===== src/rtl/ghn_pkg.sv =====
// Shared constants, command codes and control/status structs for the grey histogram block.
// No dependencies; every other file of the block but ghn_ram uses it by scoped names.
`default_nettype none
package ghn_pkg;

  localparam int BINS       = 256;
  localparam int BIN_BITS   = $clog2(BINS);
  localparam int COUNT_BITS = 22;
  localparam int FS_BITS    = 10;
  localparam int NUM_BITS   = COUNT_BITS + FS_BITS;
  localparam int DCNT_BITS  = $clog2(NUM_BITS + 1);

  localparam logic [FS_BITS-1:0]    FULL_SCALE_RESET = FS_BITS'(300);
  localparam logic [COUNT_BITS-1:0] COUNT_MAX        = {COUNT_BITS{1'b1}};

  localparam logic [1:0] CMD_COUNT = 2'd0;
  localparam logic [1:0] CMD_READ  = 2'd1;
  localparam logic [1:0] CMD_CLEAR = 2'd2;

  typedef struct packed {
    logic rd_en;
    logic sel_pixel;
    logic clear;
    logic inc;
    logic mult;
    logic div_step;
    logic load_out;
  } ghn_cmd_t;

  typedef struct packed {
    logic div_done;
  } ghn_status_t;

endpackage
`default_nettype wire


===== src/rtl/ghn_ctrl.sv =====
// Controller state machine for the grey histogram block: handshakes and sequencing.
// Depends on ghn_pkg.
`default_nettype none
module ghn_ctrl (
  input  wire logic                clk,
  input  wire logic                rst,
  input  wire logic                in_valid,
  output logic                     in_ready,
  input  wire logic [1:0]          cmd,
  output logic                     out_valid,
  input  wire logic                out_ready,
  input  wire ghn_pkg::ghn_status_t status,
  output ghn_pkg::ghn_cmd_t        ctl
);

  typedef enum logic [2:0] {
    S_IDLE,
    S_CNT_WR,
    S_RD_MUL,
    S_DIV,
    S_DONE
  } state_t;

  state_t state;
  logic   accept;

  assign accept = in_valid && in_ready;

  always_comb begin
    ctl = '0;
    unique case (state)
      S_IDLE: begin
        if (accept) begin
          if (cmd == ghn_pkg::CMD_COUNT) begin
            ctl.rd_en     = 1'b1;
            ctl.sel_pixel = 1'b1;
          end else if (cmd == ghn_pkg::CMD_READ) begin
            ctl.rd_en = 1'b1;
          end else if (cmd == ghn_pkg::CMD_CLEAR) begin
            ctl.clear = 1'b1;
          end
        end
      end
      S_CNT_WR: ctl.inc = 1'b1;
      S_RD_MUL: ctl.mult = 1'b1;
      S_DIV:    ctl.div_step = !status.div_done;
      S_DONE:   ctl.load_out = !out_valid || out_ready;
      default:  ctl = '0;
    endcase
  end

  always_ff @(posedge clk) begin
    if (rst) begin
      state     <= S_IDLE;
      in_ready  <= 1'b1;
      out_valid <= 1'b0;
    end else begin
      if (ctl.load_out) begin
        out_valid <= 1'b1;
      end else if (out_ready) begin
        out_valid <= 1'b0;
      end
      unique case (state)
        S_IDLE: begin
          if (accept && cmd == ghn_pkg::CMD_COUNT) begin
            state    <= S_CNT_WR;
            in_ready <= 1'b0;
          end else if (accept && cmd == ghn_pkg::CMD_READ) begin
            state    <= S_RD_MUL;
            in_ready <= 1'b0;
          end
        end
        S_CNT_WR: begin
          state    <= S_IDLE;
          in_ready <= 1'b1;
        end
        S_RD_MUL: state <= S_DIV;
        S_DIV: begin
          if (status.div_done) begin
            state <= S_DONE;
          end
        end
        S_DONE: begin
          if (ctl.load_out) begin
            state    <= S_IDLE;
            in_ready <= 1'b1;
          end
        end
        default: state <= S_IDLE;
      endcase
    end
  end

endmodule
`default_nettype wire


===== config.mk =====
export PLATFORM = sky130hd
export DESIGN_NAME = ghn_ctrl
export DESIGN_NICKNAME = d
export VERILOG_FILES = /design/src/rtl/ghn_pkg.sv /design/src/rtl/ghn_ctrl.sv
export SDC_FILE = /design/constraint.sdc
export NUM_CORES = 1
export LEC_CHECK = 0
export BUFFER_PORTS_ARGS = -buffer_cell sky130_fd_sc_hd__buf_4
export CAP_MARGIN = 20
export CORE_AREA = 2 2 39 41
export CTS_CLUSTER_SIZE = 25
export DETAILED_ROUTE_END_ITERATION = 6
export DIE_AREA = 0 0 41 43
export PLACE_DENSITY_LB_ADDON = 0.08
export SETUP_SLACK_MARGIN = 0.2
export SYNTH_ARGS = -nofsm -noshare
export SYNTH_HDL_FRONTEND = slang
export SYNTH_SLANG_ARGS = --single-unit

===== constraint.sdc =====
create_clock -name clk -period 1.6 [get_ports clk]
set_input_delay 0.16 -clock clk [delete_from_list [all_inputs] [get_ports clk]]
set_output_delay 0.16 -clock clk [all_outputs]
set_load 0.1 [all_outputs]

==> flow_summary.ini <==
[detailed_routing]
ant_nets = 0
first_pass_iters = 4
wl_per_cell_um = 12.78
drc = 0
drt_iter0_drc = 7
wirelength_um = 1125
routed_via_density = 4.875
vias = 429

[global_routing]
antenna_found_initial = 0
grt_pass1_wl_um = 1731
gr-total-overflow = 0
grt_pass1_vias = 400
grt_usage_pct = 14.92
grt_max_degree = 9

[final_layout]
layout_common_cells = buf_4 (23), buf_12 (6), dfxtp_4 (4)
syn_to_final_growth_pct = 143.2
diodes = 0
nets = 80
drive_gt1_share_pct = 75.00
layout_commonest_cell = buf_4
n_fill_cell = 115

[clocking]
clk_path_buf_depth = 2
clkSlewWorstSetupHoldPaths_ps = 50
cts_buffers = 3
cts_max_level = 1
root_buffer = clkbuf_4
cts_tree = yes
clk_latency_ps = 250
clkSinkCount = 5

[setup_path]
path_class = reg -> out
critPathCaptureType = primary output
reg2reg_depth = 5
cp_slowest_cell = dfxtp_4
crit_required_ps = 1440
worstPathMaxFanout = 7
start_kind = flop
max_stage_delay_ps = 370
r2r_end = in_ready
rr_startpoint = state[2]
worstPathArrival_ps = 1350
crit_chain = buf_6 -> or2b_4 -> nor3_4 -> buf_12
reg2reg_slack_ps = 140

[synthesis]
synth_area_per_cell_sq_um = 8.528
synth_compound_area_share_pct = 22.39
synthAdderAreaFrac_pct = 0
synth_seq_area_share_pct = 30.89
synthXorXnorAreaFrac_pct = 0
syn-num-nets = 45
yosys.area_share.simple_pct = 39.77
synthDistinctLibCells = 21
synth_mux_area_share_pct = 0
synth_warnings = 0
synthCells = 38
ys_ff_latch = 5
synth_top_family_by_area = simple AND/OR/NAND/NOR gates
syn_area_sq_um = 324.1

[power_and_ir_drop]
p_leak_nw = 0.3412
total_power_uw = 610.6
peakVddDrop_mv = 0.4802
p_per_area_mw_per_mm2 = 774.6

[worst_hold_path]
min_path_type = in -> reg
hold_path_end = out_valid
holdPathStages = 2
hold_start = rst

[timing]
timing.final.crit_share_pct = 94.39
slew_violations = 0
final_hold_viol_count = 0
setup_viol = 0
fmax_mhz = 662.1
holdWs_ps = 98.74
tightestPinTransition_ps = 300.5
finalClockSkew_ps = 4.287
relSlewSlack_pct = 79.78
rsz0062_at_grt = yes
fin_crit_ps = 1510

[job]
drv_cap = 0

[placed_design]
hpwl_um = 744.7
routabilityCongestion = 0.8234
io_buffers = 15

[floorplanning]
io_pins = 16
row_count = 14
dieHeight_um = 43
fp.dieW_um = 41
coreArea_sq_mm = 0.001384
start_util_pct = 23.42
die-area_sq_mm = 0.001763

[outcome]
status = finished clean
-- synthesized netlist by cell type, drive strengths merged --
master | instances | share of area (%)
buf | 2 | 5.8
and2b | 1 | 2.3
nor4 | 1 | 1.9
or2b | 2 | 5.4
o21a | 3 | 6.9
nand3b | 1 | 2.3
nor4bb | 1 | 3.1
or2 | 1 | 1.9
inv | 1 | 1.2
nor3b | 2 | 4.6
nand4b | 1 | 2.7
a221o | 2 | 6.2
nor3 | 3 | 4.6
dfxtp | 5 | 31
o21ai | 1 | 1.5
nand2 | 2 | 2.3
a211oi | 1 | 2.3
a221oi | 2 | 5.4
nor2 | 4 | 4.6
nor2b | 2 | 3.9
-- layout make-up --
class	instances	area [sq um]	share of cell area, %
timing repair buffer	32	326.6	41.43
multi-input combinational	30	295.3	37.46
sequential	5	116.4	14.76
inverter	1	3.754	0.4762
tap	16	20.02	2.540
clock buffer	4	26.28	3.333
-- cell families after synthesis --
| logic type | after synthesis |
|---|---|
| simple gates | 21 |
| buf+inv | 3 |
| flops | 5 |
| compound gates | 9 |
-- state kept, by name, indices dropped and copies added, names as in the netlist --
register and flops:
out_valid 1, state 3, in_ready 1
-- repair_timing --
| action | CTS | global route |
|---|---|---|
| setup buffers | 8 | 4 |
| pin swaps | 6 | 2 |
| resized for setup | 25 | 2 |
| hold buffers | 0 | 0 |
| endpoints found under the setup margin | 8 | 10 |
-- worst max path at each step --
stage                     cells after the start  slack, ps  endpoint  startpoint
after detailed placement                      4        150    ctl[1]    state[2]
after global placement                        4        160    ctl[0]    state[2]
after global routing                          3         20    ctl[4]    state[2]
after CTS                                     4         70    ctl[1]    state[2]
final                                         4         90    ctl[1]    state[2]
after floorplan                               2       -310    ctl[4]    in_ready
-- per-layer routing --
layer  GRT usage (%)  share of wire, %  vias up
li1                -                 -      211
met3           8.377               7.4        0
met5               0                 0        -
met1           17.92                39      202
met4           4.000                 0        0
met2           22.19                53       16
-- stage by stage --
stage / TNS, ps / cells / util (%) / setup slack [ps] / area, sq um
global placement: 0 / 72 / 40.96 / 164.3 / 566.8
CTS: 0 / 84 / 54.16 / 73.03 / 749.5
detailed placement: 0 / 72 / 40.96 / 146.2 / 566.8
floorplan: -950.2 / 38 / - / -306.0 / 419.2
global route: 0 / 88 / 56.96 / 20.77 / 788.3
finish: 0 / 88 / 56.96 / 89.73 / 788.3
-- critical path, delay by kind of cell, from the launching register on --
kind | cells | cell delay (ps)
buffers and inverters | 2 | 320
DFF | 1 | 370
and+or+nand+nor | 2 | 420
-- power by group --
group | switching (mW) | internal [mW] | leakage [nW] | total, mW
logic | 0.183 | 0.133 | 0.283 | 0.316
registers | 0.0120 | 0.134 | 0.0436 | 0.146
clock network | 0.0538 | 0.0944 | 0.0150 | 0.148
Note: power is estimated with default switching activity, not from simulation.
